**src/design/tkbh_pkg.sv**
```systemverilog
package tkbh_pkg;

  localparam logic [31:0] HASH_SEED    = 32'd5381;
  localparam logic [31:0] MIX_MUL      = 32'h045d9f3b;
  localparam int          MIX_SHIFT    = 16;
  localparam int          DJB_SHIFT    = 5;
  localparam logic [31:0] CAP_RESET    = 32'd16;
  localparam int          JOB_Q_DEPTH  = 2;
  localparam int          JOB_Q_PTR_W  = $clog2(JOB_Q_DEPTH);
  localparam int          JOB_Q_CNT_W  = $clog2(JOB_Q_DEPTH + 1);
  localparam int          DIV_STEPS    = 32;
  localparam int          DIV_CNT_W    = $clog2(DIV_STEPS);

  typedef enum logic [1:0] {
    FN_STR  = 2'd0,
    FN_WORD = 2'd1,
    FN_CHAR = 2'd2,
    FN_UNK  = 2'd3
  } func_t;

  typedef enum logic [2:0] {
    ST_IDLE,
    ST_MIX1,
    ST_MIX2,
    ST_FIN,
    ST_DIV,
    ST_OUT
  } back_state_t;

  // one finished key waiting for the mixer
  typedef struct packed {
    logic        known;
    logic [31:0] key;
  } job_t;

  // queue status seen by the front and back
  typedef struct packed {
    logic full;
    logic empty;
  } q_status_t;

  function automatic logic [31:0] sext8(input logic [7:0] b);
    return {{24{b[7]}}, b};
  endfunction

  // only the low product word is kept, so a 32x32 multiply is enough
  function automatic logic [31:0] mix_round(input logic [31:0] h);
    logic [31:0] x;
    logic [31:0] p;
    x = h ^ (h >> MIX_SHIFT);
    p = x * MIX_MUL;
    return p;
  endfunction

endpackage

```
**src/design/tkbh_front.sv**
```systemverilog
module tkbh_front (
  input  logic               clk,
  input  logic               rst_n,
  input  logic               in_tvalid,
  output logic               in_tready,
  input  logic [31:0]        in_tdata,
  input  logic [1:0]         in_tuser,
  input  tkbh_pkg::q_status_t q_status,
  output logic               push,
  output tkbh_pkg::job_t     push_job
);

  logic [31:0]     acc_r, acc_nxt;
  tkbh_pkg::func_t func;
  logic            accept;
  logic [31:0]     byte_sx;
  logic            byte_nz;

  assign func      = tkbh_pkg::func_t'(in_tuser);
  assign in_tready = !q_status.full;
  assign accept    = in_tvalid && in_tready;
  assign byte_sx   = tkbh_pkg::sext8(in_tdata[7:0]);
  assign byte_nz   = (in_tdata[7:0] != 8'd0);

  always_comb begin
    acc_nxt       = acc_r;
    push          = 1'b0;
    push_job.known = 1'b1;
    push_job.key   = in_tdata;
    case (func)
      tkbh_pkg::FN_STR: begin
        push_job.key = acc_r;
        if (accept) begin
          if (byte_nz) begin
            // acc * 33 + signed byte
            acc_nxt = (acc_r << tkbh_pkg::DJB_SHIFT) + acc_r + byte_sx;
          end else begin
            acc_nxt = tkbh_pkg::HASH_SEED;
            push    = 1'b1;
          end
        end
      end
      tkbh_pkg::FN_WORD: begin
        push = accept;
      end
      tkbh_pkg::FN_CHAR: begin
        push_job.key = byte_sx;
        push         = accept;
      end
      default: begin
        push_job.known = 1'b0;
        push_job.key   = '0;
        push           = accept;
      end
    endcase
  end

  always_ff @(posedge clk) begin
    if (!rst_n) begin
      acc_r <= tkbh_pkg::HASH_SEED;
    end else begin
      acc_r <= acc_nxt;
    end
  end

endmodule

```
**src/design/tkbh_queue.sv**
```systemverilog
module tkbh_queue (
  input  logic                clk,
  input  logic                rst_n,
  input  logic                push,
  input  tkbh_pkg::job_t      push_job,
  input  logic                pop,
  output tkbh_pkg::job_t      pop_job,
  output tkbh_pkg::q_status_t q_status
);

  tkbh_pkg::job_t                     q_r [tkbh_pkg::JOB_Q_DEPTH];
  logic [tkbh_pkg::JOB_Q_PTR_W-1:0]   wr_ptr_r, rd_ptr_r;
  logic [tkbh_pkg::JOB_Q_CNT_W-1:0]   cnt_r;

  assign q_status.full  = (cnt_r == tkbh_pkg::JOB_Q_CNT_W'(tkbh_pkg::JOB_Q_DEPTH));
  assign q_status.empty = (cnt_r == '0);
  assign pop_job        = q_r[rd_ptr_r];

  always_ff @(posedge clk) begin
    if (push) begin
      q_r[wr_ptr_r] <= push_job;
    end
  end

  always_ff @(posedge clk) begin
    if (!rst_n) begin
      wr_ptr_r <= '0;
      rd_ptr_r <= '0;
      cnt_r    <= '0;
    end else begin
      if (push) begin
        wr_ptr_r <= (wr_ptr_r == tkbh_pkg::JOB_Q_PTR_W'(tkbh_pkg::JOB_Q_DEPTH - 1)) ?
                    '0 : wr_ptr_r + 1'b1;
      end
      if (pop) begin
        rd_ptr_r <= (rd_ptr_r == tkbh_pkg::JOB_Q_PTR_W'(tkbh_pkg::JOB_Q_DEPTH - 1)) ?
                    '0 : rd_ptr_r + 1'b1;
      end
      case ({push, pop})
        2'b10:   cnt_r <= cnt_r + 1'b1;
        2'b01:   cnt_r <= cnt_r - 1'b1;
        default: cnt_r <= cnt_r;
      endcase
    end
  end

endmodule

```
**src/design/tkbh_back.sv**
```systemverilog
module tkbh_back (
  input  logic                clk,
  input  logic                rst_n,
  input  logic [31:0]         cap_i,
  input  tkbh_pkg::q_status_t q_status,
  input  tkbh_pkg::job_t      pop_job,
  output logic                pop,
  output logic                out_tvalid,
  input  logic                out_tready,
  output logic [31:0]         out_tdata,
  output logic [0:0]          out_tuser
);

  tkbh_pkg::back_state_t state_r, state_nxt;
  logic [31:0]                  h_r;
  logic [31:0]                  rem_r;
  logic [31:0]                  div_r;
  logic [tkbh_pkg::DIV_CNT_W-1:0] cnt_r;
  logic                         known_r;
  logic                         out_tvalid_r;
  logic [31:0]                  out_tdata_r;
  logic                         out_tuser_r;
  logic                         out_load;
  logic [31:0]                  h_fin;
  logic [32:0]                  rem_sh;
  logic [32:0]                  rem_sub;
  logic [31:0]                  rem_step;

  assign h_fin    = h_r ^ (h_r >> tkbh_pkg::MIX_SHIFT);
  assign rem_sh   = {rem_r, div_r[31]};
  assign rem_sub  = rem_sh - {1'b0, cap_i};
  assign rem_step = rem_sub[32] ? rem_sh[31:0] : rem_sub[31:0];

  always_comb begin
    state_nxt = state_r;
    case (state_r)
      tkbh_pkg::ST_IDLE: begin
        if (!q_status.empty) begin
          state_nxt = pop_job.known ? tkbh_pkg::ST_MIX1 : tkbh_pkg::ST_OUT;
        end
      end
      tkbh_pkg::ST_MIX1: state_nxt = tkbh_pkg::ST_MIX2;
      tkbh_pkg::ST_MIX2: state_nxt = tkbh_pkg::ST_FIN;
      tkbh_pkg::ST_FIN:  state_nxt = (cap_i == '0) ? tkbh_pkg::ST_OUT : tkbh_pkg::ST_DIV;
      tkbh_pkg::ST_DIV: begin
        if (cnt_r == '0) begin
          state_nxt = tkbh_pkg::ST_OUT;
        end
      end
      tkbh_pkg::ST_OUT: begin
        if (out_load) begin
          state_nxt = tkbh_pkg::ST_IDLE;
        end
      end
      default: state_nxt = tkbh_pkg::ST_IDLE;
    endcase
  end

  always_comb begin
    pop      = 1'b0;
    out_load = 1'b0;
    case (state_r)
      tkbh_pkg::ST_IDLE: pop      = !q_status.empty;
      tkbh_pkg::ST_OUT:  out_load = !out_tvalid_r || out_tready;
      default: begin
        pop      = 1'b0;
        out_load = 1'b0;
      end
    endcase
  end

  always_ff @(posedge clk) begin
    case (state_r)
      tkbh_pkg::ST_IDLE: begin
        h_r     <= pop_job.key;
        known_r <= pop_job.known;
        rem_r   <= '0;
      end
      tkbh_pkg::ST_MIX1, tkbh_pkg::ST_MIX2: begin
        h_r <= tkbh_pkg::mix_round(h_r);
      end
      tkbh_pkg::ST_FIN: begin
        // zero capacity: the full mixed hash is the bucket
        rem_r <= (cap_i == '0) ? h_fin : '0;
        div_r <= h_fin;
        cnt_r <= tkbh_pkg::DIV_CNT_W'(tkbh_pkg::DIV_STEPS - 1);
      end
      tkbh_pkg::ST_DIV: begin
        rem_r <= rem_step;
        div_r <= div_r << 1;
        cnt_r <= cnt_r - 1'b1;
      end
      default: begin
        h_r <= h_r;
      end
    endcase
    if (out_load) begin
      out_tdata_r <= rem_r;
      out_tuser_r <= known_r;
    end
  end

  always_ff @(posedge clk) begin
    if (!rst_n) begin
      state_r      <= tkbh_pkg::ST_IDLE;
      out_tvalid_r <= 1'b0;
    end else begin
      state_r <= state_nxt;
      if (out_load) begin
        out_tvalid_r <= 1'b1;
      end else if (out_tready) begin
        out_tvalid_r <= 1'b0;
      end
    end
  end

  assign out_tvalid = out_tvalid_r;
  assign out_tdata  = out_tdata_r;
  assign out_tuser  = out_tuser_r;

  a_div_cap_nonzero: assert property (@(posedge clk) disable iff (!rst_n)
    (state_r == tkbh_pkg::ST_DIV) |-> (cap_i != '0))
    else $error("division running with zero capacity");

  a_load_shows_valid: assert property (@(posedge clk) disable iff (!rst_n)
    out_load |=> out_tvalid_r)
    else $error("loaded result not presented");

  a_unknown_zero: assert property (@(posedge clk) disable iff (!rst_n)
    (state_r == tkbh_pkg::ST_OUT && !known_r) |-> (rem_r == '0))
    else $error("unknown key type with nonzero bucket");

  a_pop_only_idle: assert property (@(posedge clk) disable iff (!rst_n)
    pop |=> (state_r == tkbh_pkg::ST_MIX1 || state_r == tkbh_pkg::ST_OUT))
    else $error("request popped without starting work");

endmodule

```
**src/design/typed_key_bucket_hash_top.sv**
```systemverilog
// Typed key bucket hash. String keys stream in one byte per request on func 0 and are
// folded into a registered DJB2 accumulator; a zero byte closes the key. Word, char
// and unknown-type requests each close a key at once. Every closed key goes into a
// two-entry job queue, and the back end runs each known-type key through two
// xor-shift-multiply rounds, a final xor-shift and a one-bit-per-cycle restoring modulo
// by table_capacity. A key goes from queue to output register by pop, two multiply
// rounds, final xor, 32 modulo steps and output load; zero capacity skips the modulo and
// an unknown type skips the mixing and the modulo. The modulo iteration sets the
// sustained rate. Nonzero string bytes are accepted every cycle while the queue has room.
// Write table_capacity (reset 16) only when no key is in flight.
module typed_key_bucket_hash_top (
  input  logic        clk,
  input  logic        rst_n,
  input  logic        in_tvalid,
  output logic        in_tready,
  input  logic [31:0] in_tdata,   // [31:0] key_word
  input  logic [1:0]  in_tuser,   // [1:0] func
  output logic        out_tvalid,
  input  logic        out_tready,
  output logic [31:0] out_tdata,  // [31:0] bucket
  output logic [0:0]  out_tuser,  // [0] type_known
  input  logic        cfg_valid,
  output logic        cfg_ready,
  input  logic [31:0] cfg_data
);

  logic [31:0]         cap_r;
  logic                push;
  logic                pop;
  tkbh_pkg::job_t      push_job;
  tkbh_pkg::job_t      pop_job;
  tkbh_pkg::q_status_t q_status;

  assign cfg_ready = 1'b1;

  always_ff @(posedge clk) begin
    if (!rst_n) begin
      cap_r <= tkbh_pkg::CAP_RESET;
    end else if (cfg_valid && cfg_ready) begin
      cap_r <= cfg_data;
    end
  end

  tkbh_front u_front (
    .clk       (clk),
    .rst_n     (rst_n),
    .in_tvalid (in_tvalid),
    .in_tready (in_tready),
    .in_tdata  (in_tdata),
    .in_tuser  (in_tuser),
    .q_status  (q_status),
    .push      (push),
    .push_job  (push_job)
  );

  tkbh_queue u_queue (
    .clk      (clk),
    .rst_n    (rst_n),
    .push     (push),
    .push_job (push_job),
    .pop      (pop),
    .pop_job  (pop_job),
    .q_status (q_status)
  );

  tkbh_back u_back (
    .clk        (clk),
    .rst_n      (rst_n),
    .cap_i      (cap_r),
    .q_status   (q_status),
    .pop_job    (pop_job),
    .pop        (pop),
    .out_tvalid (out_tvalid),
    .out_tready (out_tready),
    .out_tdata  (out_tdata),
    .out_tuser  (out_tuser)
  );

endmodule

```
**config.mk**
```make
export PLATFORM = sky130hd
export DESIGN_NAME = typed_key_bucket_hash_top
export DESIGN_NICKNAME = d
export VERILOG_FILES = /design/src/design/tkbh_pkg.sv /design/src/design/tkbh_front.sv /design/src/design/tkbh_queue.sv /design/src/design/tkbh_back.sv /design/src/design/typed_key_bucket_hash_top.sv
export SDC_FILE = /design/constraint.sdc
export NUM_CORES = 1
export LEC_CHECK = 0
export BUFFER_PORTS_ARGS = -buffer_cell sky130_fd_sc_hd__buf_2
export CORE_MARGIN = 4
export CORE_UTILIZATION = 55
export CTS_CLUSTER_DIAMETER = 40
export CTS_CLUSTER_SIZE = 20
export DETAILED_ROUTE_END_ITERATION = 16
export GPL_TIMING_DRIVEN = 0
export HOLD_SLACK_MARGIN = 0.03
export PLACE_DENSITY = 0.82
export SETUP_SLACK_MARGIN = 0.05
export SLEW_MARGIN = 20
export SYNTH_ARGS = -nofsm -noshare
export SYNTH_HDL_FRONTEND = slang
export SYNTH_SLANG_ARGS = --single-unit
```
**constraint.sdc**
```tcl
create_clock -name clk -period 13.6 [get_ports clk]
set_input_delay 2.04 -clock clk [delete_from_list [all_inputs] [get_ports clk]]
set_output_delay 2.04 -clock clk [all_outputs]
set_load 0.005 [all_outputs]
```
Word-level counts from Yosys, hierarchy flattened
Memories as Yosys holds them, arrays and structs flattened. A register that Yosys moved wholly into a read port is not among the register bits.
Index checks and enable logic that the tools add are counted.
Widths: inputs -> output; s select.
{"block": "op_classes", "shifts": 0, "reduce_logical": 20, "mul": 1, "bitwise_logic": 1, "magnitude_cmp": 0, "eq_ne": 13, "add_sub_neg": 8, "muxes": 29, "div_mod_pow": 0}
{"op": "$pmux 32 s3", "count": 2}
{"op": "$pmux 32 s2", "count": 2}
{"op": "$mux 32", "count": 3}
{"op": "$add 32x32->32", "count": 2}
{"op": "$sub 33x32->33", "count": 1}
{"op": "$logic_not 32->1", "count": 1}
{"op": "$mul 32x27->32 const B", "count": 1}
{"op": "$xor 32x16->32", "count": 1}
{"op": "$pmux 3 s6", "count": 1}
{"op": "$mux 1", "count": 15}
{"op": "$mux 3", "count": 4}
{"op": "$pmux 5 s2", "count": 1}
{"op": "$reduce_bool 2->1", "count": 4}
{"op": "$reduce_bool 8->1", "count": 1}
{"op": "$eq 2x2->1 const B", "count": 3}
{"op": "$eq 3x2->1 const B", "count": 2}
{"op": "$eq 3x3->1 const B", "count": 2}
{"op": "$logic_not 5->1", "count": 1}
{"op": "$sub 5x1->5 const B", "count": 1}
{"op": "$eq 2x1->1 const B", "count": 2}
{"op": "$logic_not 2->1", "count": 2}
{"op": "$ne 2x1->1 const B", "count": 2}
{"op": "$pmux 2 s2", "count": 1}
{"op": "$eq 3x1->1 const B", "count": 1}
{"op": "other kinds (13)", "count": 16}
{"block": "word_totals", "output_inout_bits": 36, "memories": 1, "wordCells": 87, "latchBits": 0, "inputBits": 71, "romBits": 0, "ramBits": 66, "regBits": 207}
{"memory": "u_queue.q_r", "depth": 2, "width": 33, "read_ports": 1, "rd_ports_with_merged_regs": 1, "write_ports": 1, "line": "tkbh_queue.sv:11", "text": "tkbh_pkg::job_t q_r [tkbh_pkg::JOB_Q_DEPTH];"}

Depth between registers and ports, before layout
Gate-level depths: netlist (run 1).
{"block": "logic_depth", "word_depth": 7, "ltp_mapped": 26, "ltp_nobuf": 26}

By module
From an unflattened synthesis (run 1), not the netlist that was laid out.
{"block": "unflattened", "cells_unflattened": 2427, "hier_area_um2": 24568.6}
{"mod": "tkbh_back", "instances": 1, "area_per_inst_um2": 16891.2, "seq_area_each_um2": 4134.0, "cells_each": 1730}
{"mod": "tkbh_front", "instances": 1, "area_per_inst_um2": 3834.9, "seq_area_each_um2": 640.6, "cells_each": 467}
{"mod": "tkbh_queue", "instances": 1, "area_per_inst_um2": 2590.0, "seq_area_each_um2": 2082.0, "cells_each": 125}
{"mod": "typed_key_bucket_hash_top", "instances": 1, "area_per_inst_um2": 1252.5, "seq_area_each_um2": 640.6, "cells_each": 105}

Worst setup path after synthesis (run 1)
No wires, ideal clock.
{"block": "synth_timing", "path_kind": "reg2reg", "start": "reg u_back.h_r[16]", "end": "reg u_back.h_r[30], data pin", "t_required_ps": 13330, "path_stages_with_launch": 26, "arrival_ps": 6663, "path_buffers": 0, "setup_time_ps": 270, "synth_period_minus_slack_ps": 6933, "setup_slack_ps": 6667, "cell_sequence": "edfxtp_1 xnor2_1 inv_1 ha_1 ha_1 or2_2 ha_1 inv_1 fa_1 inv_1 ha_1 fa_1 inv_1 fa_1 fa_1 inv_1 ha_1 a21oi_1 o21ai_0 a2111oi_0 o32ai_1 nand3_1 a311oi_1 a31oi_1 xor2_1 mux2i_1"}
{"block": "synth_between", "elab_chain_cells": 3}
{"item": "from (decl)", "line": "tkbh_back.sv:15", "text": "logic [31:0] h_r;"}
{"item": "from (signal assigned)", "line": "tkbh_back.sv:75", "text": "h_r <= pop_job.key;"}
{"item": "from (signal assigned)", "line": "tkbh_back.sv:80", "text": "h_r <= tkbh_pkg::mix_round(h_r);"}
{"item": "from (signal assigned)", "line": "tkbh_back.sv:94", "text": "h_r <= h_r;"}
{"item": "$xor 32x16->32"}
{"item": "via u_back.h_fin[0]", "line": "tkbh_back.sv:24", "text": "logic [31:0] h_fin;"}
{"item": "$mul 32x27->32", "line": "tkbh_pkg.sv:51", "text": "p = x * MIX_MUL;"}
{"item": "$pmux 32 s2", "line": "tkbh_back.sv:73", "text": "case (state_r)"}
The timed path passes the listed nets, and every way through them passes these cells.
A chain may end at the register's enable or synchronous reset.

Final worst setup path (run 1)
{"block": "layout_timing", "start": "reg u_back.h_r[17]", "end": "reg u_back.h_r[30], data pin"}
{"block": "layout_between", "elab_chain_cells": 3}
{"item": "$xor 32x16->32", "line": "tkbh_pkg.sv:50", "text": "x = h ^ (h >> MIX_SHIFT);"}
{"item": "$mul 32x27->32", "line": "tkbh_pkg.sv:51"}
{"item": "$pmux 32 s2", "line": "tkbh_back.sv:73"}
No other way between the ends.

==> metrics.md, run 1 <==
| Metric | Value |
|---|---|
| Status | `finished clean` |
| Die width | `218 um` |
| Ranking of synthesized cells by area | `edfxtp_1 25%, fa_1 19%, ha_1 12%` |
| Cell Area, Synth | `0.0243 sq mm` |
| CP startpoint | `u_back.h_r[17]` |
| Final setup skew | `roughly 0.040 ns` |
| Fill cells | `about 3500` |
| Longest Clk Path Bufs | `3` |
| Crit path launch type | `flop` |
| Share of layout cells above drive strength 1 | `7.85%` |
| Ys flop type | `edfxtp_1` |
| Die Ht | `218 um` |
| RSZ-0062 raised after global routing | `false` |
| Starting DRT DRC Count | `approximately 1300` |
| Clk_lat worst skew | `slightly below 0.6 ns` |
| Core footprint | `0.0434 sq mm` |
| DRT Pass-1 Iters | `10` |
| Critical path's slowest cell | `xnor2_1` |
| Nets | `between 3000 and 4000` |
| IO Count | `between 100 and 150` |
| Register-to-Register Setup Slack | `4.98 ns` |
| Routed wire per std cell | `20.1 um` |
| Routed WL | `about 63000 um` |
| Hold Startpoint | `u_back.known_r` |
| Detail Route Antenna Nets | `0` |
| Post-layout min period | `~8.6 ns` |
| Final setup fails | `0` |
| Global-route wire length before repair | `99000 um` |
| Area grow syn2layout | `10.1%` |
| Worst hold path type | `flop to flop` |
| Clock Root Buffer | `clkbuf_16` |
| Post-synth cell types | `76` |
| Global Route Usage Sum | `a little over a quarter` |
| Worst Tran Pin Value | `1.13 ns` |
| Max-slew violation count | `0` |
| Hold Vio Cnt, Final | `0` |
| Hold_ws | `about 0.45 ns` |
| Sequential-to-total area share from yosys stat | `a little under a third` |
| Global placement routability congestion | `around 1` |
| Top cell type's share of synthesized area | `between 20% and 30%` |
| Crit share post-route | `a little under two thirds` |
| Starting density of the core | `56.0%` |
| CTS Hold Bufs | `0` |
| Post-synth EDFFs | `approximately 200` |
| Clock-pin transition on the worst setup and hold timing paths | `about 0.080 ns` |
| Mean Syn Cell Area | `a little over 10 sq um` |
| Req. time, crit path | `between 10 and 15 ns` |
| Mapped Nets | `between 2000 and 3000` |
| Cts bufs inserted | `29` |
| DRC | `0` |
| Clock Sinks | `274` |
| H-tree depth | `1` |
| R2R Path Start | `u_back.h_r[17]` |
| Max Freq | `0.116 GHz` |
| Largest net degree at the start of global routing | `38` |
| Crit path largest cell delay | `approximately 0.83 ns` |
| Gate count of the mapped netlist | `between 2000 and 2500` |
| Placed wire-length estimate | `a little over 50000 um` |
| Worst-path maximum fanout | `7` |
| Die area | `about 0.048 sq mm` |
| Via density | `about 5.6` |
| Flops & latches, synth | `274` |
| IO Port Bufs | `slightly above 100` |
| Leading area contributor after synthesis | `edfxtp_1` |
| Crit path kind | `flop to flop` |
| GRT overflow | `0` |
| Post-CTS sizing | `0` |
| Total number of yosys warnings | `0` |
| Number of global-route vias before repair | `around 18000` |
| Top delay family on crit path | `adder cells` |
| CTS tree | `yes` |
| Worst Path Arrival | `between 8 and 9 ns` |
| Rows | `76` |
| Post-CTS Setup Bufs | `0` |
| CP endpoint kind | `flop` |
| Slew HR | `about a quarter` |
| Diode count | `0` |
| DR vias | `17800` |
| Async S/R FF share, synth | `0%` |
| Initial antenna violation count | `0` |
| Worst path bufs/invs | `5` |
| TNS Setup | `0 ns` |
| Max-cap viol count | `0` |
[per-layer routing]
metal	vias to the layer above	track usage, %	share of wire (%)
met4	0	9.06	4.0
li1	8278	-	-
met2	715	43.9	47
met1	8641	35.8	41
met5	-	0	0
met3	142	4.82	8.0
[worst register-to-register path: cells and delay by family (launching register included)]
kind | cells | cell delay, ns
AO/OA/AOI/OAI | 6 | 1.71
XOR/XNOR | 2 | 1.02
adder cells (fa/ha/maj) | 9 | 3.76
buffers and inverters | 5 | 0.62
flip-flops | 1 | 0.61
multiplexers | 1 | 0.10
AND/OR/NAND/NOR | 2 | 0.54
[registers in the layout (all words and copies together) (netlist names), named ones only]
signal	count
u_back.rem_r	32
u_queue.q_r	66
u_back.h_r	32
u_back.out_tvalid	1
u_back.cnt_r	5
u_back.known_r	1
u_queue.cnt_r	2
cap_r	32
u_front.acc_r	32
u_queue.wr_ptr_r	1
u_queue.rd_ptr_r	1
u_back.out_tuser	1
u_back.state_r	3
u_back.out_tdata	32
u_back.div_r	32
[metrics by stage]
| step | instance area, sq um | utilization [%] | setup WS, ns | cells |
|---|---|---|---|---|
| after floorplan | 24300 | - | 6.67 | 2401 |
| after global placement | 25500 | 58.8 | 4.74 | 3089 |
| after detailed placement | 25700 | 59.2 | 5.12 | 3093 |
| after CTS | 26700 | 61.6 | 5.06 | 3147 |
| after global routing | 26700 | 61.6 | 4.69 | 3147 |
| final | 26700 | 61.6 | 4.98 | 3147 |
[path summary, 6_finish.rpt]
check | to | cells past startpoint
hold / removal | u_back.out_tuser | 0
setup reg to reg | u_back.h_r[30] | 25
hold reg to reg | u_back.out_tuser | 0
setup / recovery | u_back.h_r[30] | 25
[cell usage in the layout, fill, tap and decap left out, types with 6 or more instances in the layout]
cell / count
inv_1: 481
ha_1: 232
fa_1: 231
edfxtp_1: 201
nand2_1: 154
o21ai_0: 122
a21oi_1: 116
buf_2: 103
mux2i_1: 97
xnor2_1: 96
nor2_1: 79
dfxtp_1: 73
nor2b_1: 58
clkbuf_1: 52
xor2_1: 49
a21o_1: 42
o22ai_1: 31
clkbuf_16: 29
nand3_1: 19
o21a_1: 17
nor3_1: 17
a211oi_1: 16
nand2b_1: 14
and2_1: 12
and3_1: 11
nor4_1: 11
a22oi_1: 10
or3_1: 9
o211ai_1: 9
o31ai_1: 9
nand4_1: 9
o21bai_1: 9
or2_2: 8
a31oi_1: 7
a21boi_0: 7
xnor2_2: 7
o21ai_1: 6
clkinv_8: 6
[final cells by class]
type	instances	area (sq um)	share of cell area, %
flip-flops and latches	274	7500	28.1
inverters	484	1820	6.80
well taps	585	732	2.74
clock inverters	25	307	1.15
plain buffers	61	244	0.913
multi-input cells	1582	14800	55.4
clock buffers	29	726	2.72
repair buffers	107	593	2.22
[cell families after synthesis]
group	synth area share [%]
compound gates	11.3
flops	30.9
buf+inv	8.49
simple gates	8.49
mux	4.19
xor+xnor	5.60
fa+ha+maj	31.0
other cells	0.0155
[synth_stat cells (10+ instances only)]
library cell / instances
clkbuf_1: 52
dfxtp_1: 73
nand2_1: 155
fa_1: 231
a211oi_1: 16
a22oi_1: 10
a21oi_1: 117
xor2_1: 49
nor2_1: 81
nand2b_1: 14
edfxtp_1: 201
inv_1: 482
ha_1: 232
and3_1: 11
o21a_1: 17
xnor2_1: 103
nor4_1: 11
mux2i_1: 97
a21o_1: 42
o22ai_1: 31
nor3_1: 17
and2_1: 12
nor2b_1: 59
nand3_1: 19
o21ai_0: 122
Power of run 1 is not shown: default switching activity piles up to over one toggle a cycle in this logic, so the estimate is an artifact.
==> run 2: changes to the inputs <==
--- a/config.mk
+++ b/config.mk
@@ -13,7 +13,7 @@
 export DETAILED_ROUTE_END_ITERATION = 16
 export GPL_TIMING_DRIVEN = 0
 export HOLD_SLACK_MARGIN = 0.03
-export PLACE_DENSITY = 0.82
+export PLACE_DENSITY = 0.85
 export SETUP_SLACK_MARGIN = 0.05
 export SLEW_MARGIN = 20
 export SYNTH_ARGS = -nofsm -noshare
==> constraint.sdc (replaced) <==
create_clock -name clk -period 7.9 [get_ports clk]
set_input_delay 1.185 -clock clk [delete_from_list [all_inputs] [get_ports clk]]
set_output_delay 1.185 -clock clk [all_outputs]
set_load 0.005 [all_outputs]
==> run 2 against run 1 <==
Net effect: via count up 3.5%; routed wire length increased by 3.9%; sequential cell count is the same; final area is 1.7% higher; count of clock-buffer cells in the layout is 3 higher; register-to-register slack lost 4.7 ns; sequential share of layout area fell by 0.46 points; utilization is 1.0 points higher; cell count is 0.64% higher; critical path type unchanged.
==> metrics.md, run 2 (synthesis gave the netlist of run 1 again) <==
| Metric | Value |
|---|---|
| Status | `finished clean` |
| Routed WL | `about 66000 um` |
| Worst Tran Pin Value | `around 1.0 ns` |
| Global placement routability congestion | `1.03` |
| IO Port Bufs | `~100` |
| Number of global-route vias before repair | `around 19000` |
| Global-route wire length before repair | `about 100000 um` |
| Via density | `5.81` |
| CP endpoint kind | `flop` |
| Diode count | `0` |
| Worst-path maximum fanout | `7` |
| Routed wire per std cell | `roughly 21 um` |
| Nets | `3093` |
| Worst Path Arrival | `roughly 8 ns` |
| Worst path bufs/invs | `5` |
| CTS tree | `yes` |
| Hold Vio Cnt, Final | `0` |
| Initial antenna violation count | `1` |
| GRT overflow | `0` |
| Die width | `~220 um` |
| Final setup skew | `between 0.03 and 0.04 ns` |
| Die area | `0.0475 sq mm` |
| Max-cap viol count | `0` |
| DRC | `0` |
| Slew HR | `around a third` |
| Area grow syn2layout | `11.9%` |
| Longest Clk Path Bufs | `3` |
| Post-layout min period | `about 7.7 ns` |
| Cts bufs inserted | `30` |
| Starting DRT DRC Count | `1564` |
| Cell count after placement | `about 3100` |
| Clock-pin transition on the worst setup and hold timing paths | `about 0.080 ns` |
| Max Freq | `roughly 0.13 GHz` |
| Crit path kind | `flop to flop` |
| Core footprint | `~0.043 sq mm` |
| Final Non-Filler Cells | `approximately 3200` |
| Clk_lat worst skew | `around 0.6 ns` |
| DR vias | `~18000` |
| Crit path launch type | `flop` |
| Critical path's slowest cell | `edfxtp_1` |
| Top delay family on crit path | `adder cells` |
| Req. time, crit path | `about 8.2 ns` |
| Commonest non-fill, non-tap cell in the layout | `inv_1` |
| Crit path largest cell delay | `0.67 ns` |
| Clock Root Buffer | `clkbuf_16` |
| Global Route Usage Sum | `a little over a quarter` |
| Clock Sinks | `around 270` |
| Largest Register | `u_queue.q_r` |
| Starting density of the core | `~56%` |
| Worst hold path type | `flop to flop` |
| H-tree depth | `1` |
| Max FFs per register | `between 60 and 70` |
| Crit share post-route | `~97%` |
| DRT Pass-1 Iters | `6` |
| Share of layout cells above drive strength 1 | `a little under a tenth` |
| IO Count | `approximately 110` |
| Final setup fails | `0` |
| Die Ht | `roughly 220 um` |
| Rows | `76` |
| Most frequent cells in the layout | `481 x inv_1, 232 x ha_1, 231 x fa_1, 201 x edfxtp_1, 154 x nand2_1` |
| Largest net degree at the start of global routing | `38` |
| Placed wire-length estimate | `between 50000 and 60000 um` |
| Detail Route Antenna Nets | `0` |
| Max-slew violation count | `0` |
-- run 2: path summary, 6_finish.rpt --
kind / startpoint / end / slack (ns) / cells past startpoint
min: u_back.known_r / u_back.out_tuser / 0.45 / 0
min reg2reg: u_back.known_r / u_back.out_tuser / 0.45 / 0
max reg2reg: u_back.h_r[16] / u_back.h_r[30] / 0.23 / 25
max: u_back.h_r[16] / u_back.h_r[30] / 0.23 / 25
-- run 2: layer usage --
layer | vias up | track usage, % | wire [um]
li1 | 8314 | - | -
met1 | 8946 | 36.1 | 25600
met2 | 952 | 44.8 | 31400
met3 | 185 | 4.74 | 5760
met4 | 2 | 10.6 | 3060
met5 | - | 0 | 13
-- run 2: worst reg2reg max path, delay by kind of cell (launching register included) --
kind	cells	cell delay (ns)
buffers and inverters	5	0.49
AND/OR/NAND/NOR	3	0.62
multiplexers	1	0.10
flip-flops	1	0.67
XOR/XNOR	2	0.54
AO/OA/AOI/OAI	5	1.36
adder cells (fa/ha/maj)	9	3.65
-- run 2: area by class of cell --
type	count	area (sq um)
clock inverters	23	300
multi-input cells	1582	15000
well taps	585	732
plain buffers	61	244
inverters	484	1820
flip-flops and latches	274	7500
clock buffers	32	768
fillers	3350	16200
repair buffers	126	777
-- run 2: what timing repair did --
item                       CTS  global route
setup endpoints to repair   11             9
setup buffers                1            17
resized for setup           16            14
hold buffers                 0             0
pin swaps                    1             2
-- run 2: per-stage QoR --
stage / utilization [%] / setup slack [ns] / hold WS (ns) / setup TNS (ns) / area, sq um
4_1_cts: 62.0 / 0.0346 / 0.452 / 0 / 26900
3_5_place_dp: 59.3 / -0.697 / 0.434 / -3.43 / 25700
3_3_place_gp: 58.8 / -0.907 / 0.424 / -5.57 / 25500
5_1_grt: 62.6 / -0.0693 / 0.464 / -0.113 / 27200
6_report: 62.6 / 0.230 / 0.448 / 0 / 27200
2_1_floorplan: - / 0.967 / 0.400 / 0 / 24300
Power of run 2 is left out for the same reason.
